===== src/ddo_pkg.sv =====
package ddo_pkg;

    localparam int DIAM_W      = 16;
    localparam int SPEED_W     = 24;
    localparam int DT_W        = 16;
    localparam int POS_W       = 32;
    localparam int IN_DATA_W   = 160;
    localparam int OUT_DATA_W  = 96;

    localparam int CORDIC_STEPS_DEF = 16;

    localparam logic [15:0] DIAM_RST    = 16'd1024;
    localparam logic [15:0] SPACING_RST = 16'd2560;

    localparam logic [0:0] REG_DIAMETER = 1'b0;
    localparam logic [0:0] REG_SPACING  = 1'b1;

    localparam logic [0:0] OP_ADVANCE = 1'b0;
    localparam logic [0:0] OP_LOAD    = 1'b1;

    localparam logic [11:0] DIST_DIV   = 12'd2000;
    localparam logic [9:0]  SPACE_MULT = 10'd1000;
    localparam logic [17:0] PI_Q16     = 18'd205887;
    localparam logic signed [33:0] CORDIC_GAIN = 34'sd652032874;

    function automatic logic [31:0] atan_bam(input logic [4:0] i);
        logic [31:0] v;
        case (i)
            5'd0:    v = 32'h20000000;
            5'd1:    v = 32'h12E4051E;
            5'd2:    v = 32'h09FB385B;
            5'd3:    v = 32'h051111D4;
            5'd4:    v = 32'h028B0D43;
            5'd5:    v = 32'h0145D7E1;
            5'd6:    v = 32'h00A2F61E;
            5'd7:    v = 32'h00517C55;
            5'd8:    v = 32'h0028BE53;
            5'd9:    v = 32'h00145F2F;
            5'd10:   v = 32'h000A2F98;
            5'd11:   v = 32'h000517CC;
            5'd12:   v = 32'h00028BE6;
            5'd13:   v = 32'h000145F3;
            5'd14:   v = 32'h0000A2F9;
            5'd15:   v = 32'h0000517C;
            5'd16:   v = 32'h000028BE;
            5'd17:   v = 32'h0000145F;
            5'd18:   v = 32'h00000A2F;
            5'd19:   v = 32'h00000517;
            5'd20:   v = 32'h0000028B;
            5'd21:   v = 32'h00000145;
            5'd22:   v = 32'h000000A2;
            5'd23:   v = 32'h00000051;
            5'd24:   v = 32'h00000028;
            5'd25:   v = 32'h00000014;
            5'd26:   v = 32'h0000000A;
            5'd27:   v = 32'h00000005;
            5'd28:   v = 32'h00000002;
            5'd29:   v = 32'h00000001;
            default: v = 32'h00000000;
        endcase
        return v;
    endfunction

endpackage


===== src/differential_drive_odometry.sv =====
// A load item goes from the idle state to the done state and then into the
// output register; an advance item runs bit-serial multiplies, a 72-step
// restoring divide and one CORDIC iteration per cycle, all through one sequencer.
// Throughput: one item at a time; the next item is taken once the result is in
// the output register. Reset zeroes the pose and loads default wheel geometry.
module differential_drive_odometry
    import ddo_pkg::*;
#(
    parameter int CORDIC_STEPS = CORDIC_STEPS_DEF
)
(
    input  logic                    clk,
    input  logic                    rst_n,
    input  logic                    s_tvalid,
    output logic                    s_tready,
    // left_speed, right_speed, elapsed_ms, set_x, set_y, set_heading
    input  logic [IN_DATA_W-1:0]    s_tdata,
    // operation
    input  logic                    s_tuser,
    output logic                    m_tvalid,
    input  logic                    m_tready,
    // pose_x, pose_y, pose_heading
    output logic [OUT_DATA_W-1:0]   m_tdata,
    input  logic                    cfg_we,
    input  logic [0:0]              cfg_index,
    input  logic [DIAM_W-1:0]       cfg_data
);

    localparam logic [3:0] S_IDLE  = 4'd0;
    localparam logic [3:0] S_MUL1  = 4'd1;
    localparam logic [3:0] S_MUL2  = 4'd2;
    localparam logic [3:0] S_DIV   = 4'd3;
    localparam logic [3:0] S_MUL3  = 4'd4;
    localparam logic [3:0] S_CORD  = 4'd5;
    localparam logic [3:0] S_TRIG  = 4'd6;
    localparam logic [3:0] S_SCALE = 4'd7;
    localparam logic [3:0] S_UPD   = 4'd8;
    localparam logic [3:0] S_DONE  = 4'd9;

    localparam int MUL1_LEN  = 16;
    localparam int MUL2_LEN  = 25;
    localparam int DIV_LEN   = 72;
    localparam int MUL3_LEN  = 18;
    localparam int SCALE_LEN = 33;

    logic [3:0]  state_reg, state_next;
    logic [6:0]  cnt_reg, cnt_next;
    logic [15:0] wd_reg, ws_reg;
    logic [31:0] px_reg, px_next, py_reg, py_next, ph_reg, ph_next;
    logic [15:0] dt_reg, dt_next;
    logic [31:0] a_reg, a_next;
    logic [24:0] smag_reg, smag_next, dfmag_reg, dfmag_next;
    logic        sneg_reg, sneg_next, dneg_reg, dneg_next;
    logic [25:0] den_reg, den_next;
    logic [71:0] p_reg, p_next, m_reg, m_next;
    logic [10:0] remp_reg, remp_next;
    logic [25:0] remm_reg, remm_next;
    logic [60:0] qp_reg, qp_next;
    logic [31:0] qm_reg, qm_next;
    logic [63:0] dacc_reg, dacc_next;
    logic signed [33:0] cx_reg, cx_next, cy_reg, cy_next;
    logic signed [32:0] cz_reg, cz_next;
    logic [1:0]  quad_reg, quad_next;
    logic [32:0] tms_reg, tms_next, tmc_reg, tmc_next;
    logic        negx_reg, negx_next, negy_reg, negy_next;
    logic [61:0] sx_reg, sx_next, sy_reg, sy_next;
    logic        outv_reg, outv_next;
    logic [95:0] out_reg, out_next;

    logic signed [24:0] lsp, rsp, sum, diff;
    logic [11:0] remp_sh;
    logic [26:0] remm_sh;
    logic        gep, gem;
    logic [39:0] dmag;
    logic signed [33:0] xs, ys, sn, cs;
    logic [31:0] t_ang, rx, ry;
    logic        accept;

    assign s_tready = (state_reg == S_IDLE);
    assign accept   = s_tvalid && s_tready;
    assign m_tvalid = outv_reg;
    assign m_tdata  = out_reg;

    assign lsp  = 25'(signed'(s_tdata[23:0]));
    assign rsp  = 25'(signed'(s_tdata[47:24]));
    assign sum  = lsp + rsp;
    assign diff = lsp - rsp;

    assign remp_sh = {remp_reg, p_reg[71]};
    assign remm_sh = {remm_reg, m_reg[71]};
    assign gep     = remp_sh >= DIST_DIV;
    assign gem     = remm_sh >= {1'b0, den_reg};
    assign dmag    = dacc_reg[63:24];
    assign xs      = cx_reg >>> cnt_reg[4:0];
    assign ys      = cy_reg >>> cnt_reg[4:0];
    assign t_ang   = ph_reg + 32'h2000_0000;
    assign rx      = sx_reg[61:30];
    assign ry      = sy_reg[61:30];

    always_comb
    begin
        unique case (quad_reg)
            2'd0:
            begin
                sn = cy_reg;
                cs = cx_reg;
            end
            2'd1:
            begin
                sn = cx_reg;
                cs = -cy_reg;
            end
            2'd2:
            begin
                sn = -cy_reg;
                cs = -cx_reg;
            end
            default:
            begin
                sn = -cx_reg;
                cs = cy_reg;
            end
        endcase
    end

    always_comb
    begin
        state_next = state_reg;
        cnt_next   = cnt_reg + 7'd1;
        px_next    = px_reg;
        py_next    = py_reg;
        ph_next    = ph_reg;
        dt_next    = dt_reg;
        a_next     = a_reg;
        smag_next  = smag_reg;
        dfmag_next = dfmag_reg;
        sneg_next  = sneg_reg;
        dneg_next  = dneg_reg;
        den_next   = den_reg;
        p_next     = p_reg;
        m_next     = m_reg;
        remp_next  = remp_reg;
        remm_next  = remm_reg;
        qp_next    = qp_reg;
        qm_next    = qm_reg;
        dacc_next  = dacc_reg;
        cx_next    = cx_reg;
        cy_next    = cy_reg;
        cz_next    = cz_reg;
        quad_next  = quad_reg;
        tms_next   = tms_reg;
        tmc_next   = tmc_reg;
        negx_next  = negx_reg;
        negy_next  = negy_reg;
        sx_next    = sx_reg;
        sy_next    = sy_reg;
        outv_next  = outv_reg && !m_tready;
        out_next   = out_reg;

        unique case (state_reg)
            S_IDLE:
            begin
                cnt_next = '0;
                if (accept)
                begin
                    if (s_tuser == OP_LOAD)
                    begin
                        px_next    = s_tdata[95:64];
                        py_next    = s_tdata[127:96];
                        ph_next    = s_tdata[159:128];
                        state_next = S_DONE;
                    end
                    else
                    begin
                        dt_next    = s_tdata[63:48];
                        sneg_next  = sum[24];
                        dneg_next  = diff[24];
                        smag_next  = sum[24] ? 25'(-sum) : 25'(sum);
                        dfmag_next = diff[24] ? 25'(-diff) : 25'(diff);
                        den_next   = 26'(ws_reg * SPACE_MULT);
                        a_next     = '0;
                        p_next     = '0;
                        m_next     = '0;
                        remp_next  = '0;
                        remm_next  = '0;
                        qp_next    = '0;
                        qm_next    = '0;
                        dacc_next  = '0;
                        sx_next    = '0;
                        sy_next    = '0;
                        state_next = S_MUL1;
                    end
                end
            end
            S_MUL1:
            begin
                a_next  = {a_reg[30:0], 1'b0} + (dt_reg[15] ? {16'b0, wd_reg} : 32'b0);
                dt_next = {dt_reg[14:0], 1'b0};
                if (cnt_reg == 7'(MUL1_LEN - 1))
                begin
                    cnt_next   = '0;
                    state_next = S_MUL2;
                end
            end
            S_MUL2:
            begin
                p_next = {p_reg[70:0], 1'b0}
                       + (smag_reg[24] ? {25'b0, a_reg, 15'b0} : 72'b0);
                m_next = {m_reg[70:0], 1'b0}
                       + (dfmag_reg[24] ? {25'b0, a_reg, 15'b0} : 72'b0);
                smag_next  = {smag_reg[23:0], 1'b0};
                dfmag_next = {dfmag_reg[23:0], 1'b0};
                if (cnt_reg == 7'(MUL2_LEN - 1))
                begin
                    cnt_next   = '0;
                    state_next = S_DIV;
                end
            end
            S_DIV:
            begin
                remp_next = gep ? 11'(remp_sh - DIST_DIV) : remp_sh[10:0];
                remm_next = gem ? 26'(remm_sh - {1'b0, den_reg}) : remm_sh[25:0];
                qp_next   = {qp_reg[59:0], gep};
                qm_next   = {qm_reg[30:0], gem};
                p_next    = {p_reg[70:0], 1'b0};
                m_next    = {m_reg[70:0], 1'b0};
                if (cnt_reg == 7'(DIV_LEN - 1))
                begin
                    cnt_next   = '0;
                    state_next = S_MUL3;
                end
            end
            S_MUL3:
            begin
                dacc_next = {dacc_reg[62:0], 1'b0}
                          + (PI_Q16[5'(7'(MUL3_LEN - 1) - cnt_reg)]
                             ? {18'b0, qp_reg[60:15]} : 64'b0);
                if (cnt_reg == 7'(MUL3_LEN - 1))
                begin
                    cnt_next   = '0;
                    cx_next    = CORDIC_GAIN;
                    cy_next    = '0;
                    cz_next    = {3'b0, t_ang[29:0]} - 33'sh2000_0000;
                    quad_next  = t_ang[31:30];
                    state_next = S_CORD;
                end
            end
            S_CORD:
            begin
                if (!cz_reg[32])
                begin
                    cx_next = cx_reg - ys;
                    cy_next = cy_reg + xs;
                    cz_next = cz_reg - signed'({1'b0, atan_bam(cnt_reg[4:0])});
                end
                else
                begin
                    cx_next = cx_reg + ys;
                    cy_next = cy_reg - xs;
                    cz_next = cz_reg + signed'({1'b0, atan_bam(cnt_reg[4:0])});
                end
                if (cnt_reg == 7'(CORDIC_STEPS - 1))
                begin
                    cnt_next   = '0;
                    state_next = S_TRIG;
                end
            end
            S_TRIG:
            begin
                tms_next   = sn[33] ? 33'(-sn) : 33'(sn);
                tmc_next   = cs[33] ? 33'(-cs) : 33'(cs);
                negx_next  = sneg_reg ^ sn[33];
                negy_next  = sneg_reg ^ cs[33];
                cnt_next   = '0;
                state_next = S_SCALE;
            end
            S_SCALE:
            begin
                sx_next  = {sx_reg[60:0], 1'b0} + (tms_reg[32] ? {22'b0, dmag} : 62'b0);
                sy_next  = {sy_reg[60:0], 1'b0} + (tmc_reg[32] ? {22'b0, dmag} : 62'b0);
                tms_next = {tms_reg[31:0], 1'b0};
                tmc_next = {tmc_reg[31:0], 1'b0};
                if (cnt_reg == 7'(SCALE_LEN - 1))
                begin
                    cnt_next   = '0;
                    state_next = S_UPD;
                end
            end
            S_UPD:
            begin
                px_next = px_reg + (negx_reg ? 32'(-rx) : rx);
                py_next = py_reg + (negy_reg ? 32'(-ry) : ry);
                if (ws_reg != 16'd0)
                begin
                    ph_next = dneg_reg ? ph_reg - qm_reg : ph_reg + qm_reg;
                end
                cnt_next   = '0;
                state_next = S_DONE;
            end
            S_DONE:
            begin
                cnt_next = '0;
                if (!outv_reg || m_tready)
                begin
                    outv_next  = 1'b1;
                    out_next   = {ph_reg, py_reg, px_reg};
                    state_next = S_IDLE;
                end
            end
            default:
            begin
                cnt_next   = '0;
                state_next = S_IDLE;
            end
        endcase
    end

    always_ff @(posedge clk or negedge rst_n)
    begin
        if (!rst_n)
        begin
            state_reg <= S_IDLE;
            cnt_reg   <= '0;
            wd_reg    <= DIAM_RST;
            ws_reg    <= SPACING_RST;
            px_reg    <= '0;
            py_reg    <= '0;
            ph_reg    <= '0;
            outv_reg  <= 1'b0;
        end
        else
        begin
            state_reg <= state_next;
            cnt_reg   <= cnt_next;
            px_reg    <= px_next;
            py_reg    <= py_next;
            ph_reg    <= ph_next;
            outv_reg  <= outv_next;
            if (cfg_we)
            begin
                unique case (cfg_index)
                    REG_DIAMETER: wd_reg <= cfg_data;
                    REG_SPACING:  ws_reg <= cfg_data;
                    default:      ;
                endcase
            end
        end
    end

    always_ff @(posedge clk)
    begin
        dt_reg    <= dt_next;
        a_reg     <= a_next;
        smag_reg  <= smag_next;
        dfmag_reg <= dfmag_next;
        sneg_reg  <= sneg_next;
        dneg_reg  <= dneg_next;
        den_reg   <= den_next;
        p_reg     <= p_next;
        m_reg     <= m_next;
        remp_reg  <= remp_next;
        remm_reg  <= remm_next;
        qp_reg    <= qp_next;
        qm_reg    <= qm_next;
        dacc_reg  <= dacc_next;
        cx_reg    <= cx_next;
        cy_reg    <= cy_next;
        cz_reg    <= cz_next;
        quad_reg  <= quad_next;
        tms_reg   <= tms_next;
        tmc_reg   <= tmc_next;
        negx_reg  <= negx_next;
        negy_reg  <= negy_next;
        sx_reg    <= sx_next;
        sy_reg    <= sy_next;
        out_reg   <= out_next;
    end

`ifndef ASSERT_OFF
    a_busy_after_accept: assert property (@(posedge clk) disable iff (!rst_n)
        accept |=> (state_reg != S_IDLE))
        else $error("sequencer idle after accepting an item");

    a_out_from_done: assert property (@(posedge clk) disable iff (!rst_n)
        $rose(m_tvalid) |-> $past(state_reg == S_DONE))
        else $error("result shown without finishing an item");

    a_cnt_range: assert property (@(posedge clk) disable iff (!rst_n)
        cnt_reg < 7'(DIV_LEN))
        else $error("step counter out of range");

    a_pose_stable_idle: assert property (@(posedge clk) disable iff (!rst_n)
        (state_reg == S_IDLE) && !accept |=> $stable(px_reg) && $stable(ph_reg))
        else $error("pose changed while idle");
`endif

endmodule


===== config.mk =====
export PLATFORM = sky130hd
export DESIGN_NAME = differential_drive_odometry
export DESIGN_NICKNAME = d
export VERILOG_FILES = /design/src/ddo_pkg.sv /design/src/differential_drive_odometry.sv
export SDC_FILE = /design/constraint.sdc
export NUM_CORES = 2
export LEC_CHECK = 0
export BUFFER_PORTS_ARGS = -buffer_cell sky130_fd_sc_hd__buf_2
export CORE_MARGIN = 10
export CORE_UTILIZATION = 54
export DETAILED_ROUTE_END_ITERATION = 6
export PLACE_DENSITY = 0.73
export SLEW_MARGIN = 25
export SYNTH_ARGS = -nofsm -noshare
export SYNTH_HDL_FRONTEND = slang
export SYNTH_SLANG_ARGS = --single-unit

===== constraint.sdc =====
create_clock -name clk -period 12.95 [get_ports clk]
set_input_delay 1.295 -clock clk [delete_from_list [all_inputs] [get_ports clk]]
set_output_delay 1.295 -clock clk [all_outputs]
set_load 0.02 [all_outputs]

==> results.md <==
* Post-synthesis sequential area ratio at 35.4%
* First-pass GRT wire length at 351 mm
* Post-route setup slack at 5.03 ns
* Post-synth EDFFs at 821
* Layout Nets at 9,531
* GP Congestion at 0.924
* Crit-path slowest cell: dfrtp_4
* Post-synthesis mux area share at 5.54%
* Crit path capture type: flop
* Final Slew Violations at 0
* Fraction of registers with async set or reset after synthesis at 14.6%
* CP Launch Point: cnt_reg[0]
* Post-synthesis register bit count at 961
* Post_cts resized at 0
* Worst EP arrival at 8.41 ns
* CP Launch Type: flop
* Syn Inst Count at 8,723
* Die height at 404 µm
* WL per Instance at 20.6 µm
* Pre-Repair DR Iteration Count at 7
* MaxCap Viol Count at 0
* Worst-margin pin slew at 1.01 ns
* Post-Syn Area at 79,600 µm²
* R2r worst-path depth at 24
* Via density at 6.22
* Detailed Route Iter0 Violations at 6,208
* Clock Sinks at 961
* Setup CP Type: flop to flop
* Hold path depth at 2
* DP HPWL at 161 mm
* GRT Total Usage at 26.0%
* Core Region at 146,000 µm²
* Pin count of the biggest net entering global routing at 105
* Post-synth top area cell: edfxtp_1
* VDD IR-drop max at 0.214 mV
* Cell Area, Placed at 82,300 µm²
* Status: complete, but fails checks
* Final Hold Vio Count at 0
* CP required at 13.44 ns
* CP max FO at 62
* Non-Filler Instances at 10,745
* Top Ports at 281
* Syn_area_per_cell at 9.12 µm²
* Worst skew pair latency at 0.76 ns
* Vias in the first global route at 64,339
* Cell chain of the critical path: buf_4 -> mux4_2 -> nor3_1 -> a31oi_1 -> mux4_2 -> nand3b_1 -> nor3_1 -> nor2b_1 -> and2_1 -> nor2_1 -> xnor2_1 -> ha_1 -> and3_1 -> nand4_1 -> a211oi_1 -> and2_1 -> o31ai_1 -> a41oi_1 -> or2_2 -> and4_1 -> a2111oi_0 -> a211oi_1 -> xnor2_1 -> nand2_1
* Register-to-register path setup slack at 5.03 ns
* Post-route cell area at 86,100 µm²
* Final wirelength at 221 mm
* Initial antenna violation count at 16
* Root buf cell: clkbuf_16
* Final Critical Period at 7.92 ns
* Fin crit share at 61.2%
* Htree depth at 3
* Total congestion overflow at 0
* CP delay by family, top: simple AND/OR/NAND/NOR gates
* Buf+Inv Stages, Crit Path at 1
* Layout Area Growth over Synthesis at 8.19%
* Main combinational cell family by area after synthesis: compound AO/OA/AOI/OAI gates
* Distinct cells, synth at 112
* Most common cell in the synthesized netlist: nor2_1
* Die Area at 163,000 µm²
* Hold WC Path Type: flop to flop
* Die W at 404 µm
* Min-Delay Endpoint: dfmag_reg[24]
* Slew Limit Headroom at 32.9%
* Failing checks: design-rule violations
* Final setup vio count at 0
* Clock Skews at 0.0333 ns
* Top cells by count, synth: 839 x nor2_1, 821 x edfxtp_1, 771 x a21oi_1
* Max reg flops at 96
* Fmax at 126 MHz
* Share of the synthesized area in the top cell type at 31.0%
* Post-synth net total at 9,524
* Ys flop type: edfxtp_1
* Worst R2R Start: cnt_reg[0]
* DRC viols at 10
* Fraction of layout cells with a size suffix above 1 at 9.76%
* Critical Path Max Stage Delay at 0.92 ns
* Number of routed nets with antenna violations at 0
* Clock tree buffer depth at 3
* Setup TNS at 0 ns
* Warnings from Yosys at 0
* Placed cells at 10,536
* Hold buffers post-CTS at 0
* RSZ-0062 raised after global routing: false
* Simple-gate share of the synthesized area at 18.0%
* Vias at 66,815
* PortBufs at 280
* R2R Path End: cx_reg[29]
* Postcts setup bufs at 0
* Compound-Gate Fraction of Synth Area at 18.0%
* Area share of fa/ha/maj cells after synthesis at 10.4%
* Area contributors post-synth: edfxtp_1 31%, ha_1 8.6%, xnor2_1 5.6%
* # rows at 140
* CTS Buf Count at 108
* Clock transition at path regs at 0.06 ns
* Starting Density at 54.5%
* XOR/XNOR share of the synthesized area at 8.86%
* Hold path start: dfmag_reg[23]
* Pre-CTS setup slack at 5.00 ns
* LEAKAGE at 0.0346 µW
* Cell Pwr Density at 312 nW/µm²
* TritonCTS clock tree: done
## stage by stage
stage	util, %	power, µW	hold WS (ns)
after floorplan	-	19400	0.425
after global placement	56.3	22800	0.473
final	58.9	26900	0.493
after CTS	58.9	26700	0.499
after detailed placement	56.3	23300	0.481
after global routing	58.9	29100	0.510
## cell families (layout without fill, tap and decap cells)
family	after synthesis	count (layout)
buf+inv	795	896
fa+ha+maj	618	618
other cells	0	4
compound gates	2319	2319
simple gates	2914	2914
xor+xnor	805	805
mux	311	311
flops	961	961
## metal layers
metal | track usage (%) | vias up | part of all wire (%)
met5 | 0 | - | 0.046
met4 | 8.69 | 14 | 3.5
met3 | 4.57 | 401 | 8.1
met2 | 41.2 | 2489 | 45
met1 | 36.1 | 32158 | 44
li1 | - | 31753 | -
## placed cells by master, fill, tap and decap left out, types with 60 or more instances in the layout
master     synthesis  layout
nor2_1           839     834
edfxtp_1         821     821
a21oi_1          771     764
nand2_1          708     702
ha_1             549     549
o21ai_0          527     526
xnor2_1          505     505
inv_1            334     331
xor2_1           300     300
buf_2             35     279
and2_1           257     255
a21o_1           227     227
and3_1           192     192
nor3_1           162     161
nand3_1          157     157
dfrtp_1          137     131
mux2i_1          115     115
a31oi_1          112     111
clkbuf_16          0     111
nand2b_1         109     109
nor2b_1          107     107
mux2_2           103     103
mux4_2            89      89
or3_1             80      80
nand4_1           80      80
o31ai_1           78      77
o21bai_1          69      69
fa_1              69      69
buf_4              6      68
o21a_1            65      64
a211oi_1          63      63
o21ai_1           61      60
## report_power, final
group | internal [µW] | switching (µW) | leakage (µW)
Sequential | 4970 | 1310 | 0.00936
Clock | 1860 | 1370 | 0.00182
Combinational | 7280 | 10100 | 0.0234
## final cells by class
class / count / area (µm²)
multi-input cells: 6967 / 48500
flip-flops and latches: 961 / 28200
repair buffers: 352 / 1970
fillers: 12675 / 60000
clock buffers: 147 / 3040
diodes: 4 / 10.0
well taps: 1917 / 2400
clock inverters: 57 / 686
inverters: 340 / 1280
## worst register-to-register path: stages, from the launching register on
cell,delay [ns]
dfrtp_4,0.92
buf_4,0.84
mux4_2,0.72
nor3_1,0.20
a31oi_1,0.08
mux4_2,0.55
nand3b_1,0.23
nor3_1,0.29
nor2b_1,0.40
and2_1,0.21
nor2_1,0.06
xnor2_1,0.17
ha_1,0.35
and3_1,0.23
nand4_1,0.13
a211oi_1,0.06
and2_1,0.17
o31ai_1,0.11
a41oi_1,0.21
or2_2,0.38
and4_1,0.21
a2111oi_0,0.71
a211oi_1,0.20
xnor2_1,0.18
nand2_1,0.06
## worst max-delay path by stage
stage,slack (ns),endpoint,cells after the start
2_1_floorplan,1.85,sx_reg[0],6
3_3_place_gp,5.21,cx_reg[29],24
3_5_place_dp,5.00,cz_reg[30],23
4_1_cts,4.96,cz_reg[30],23
5_1_grt,4.39,cx_reg[29],23
6_report,5.03,cx_reg[29],24
(Power assumes the default switching activity.)
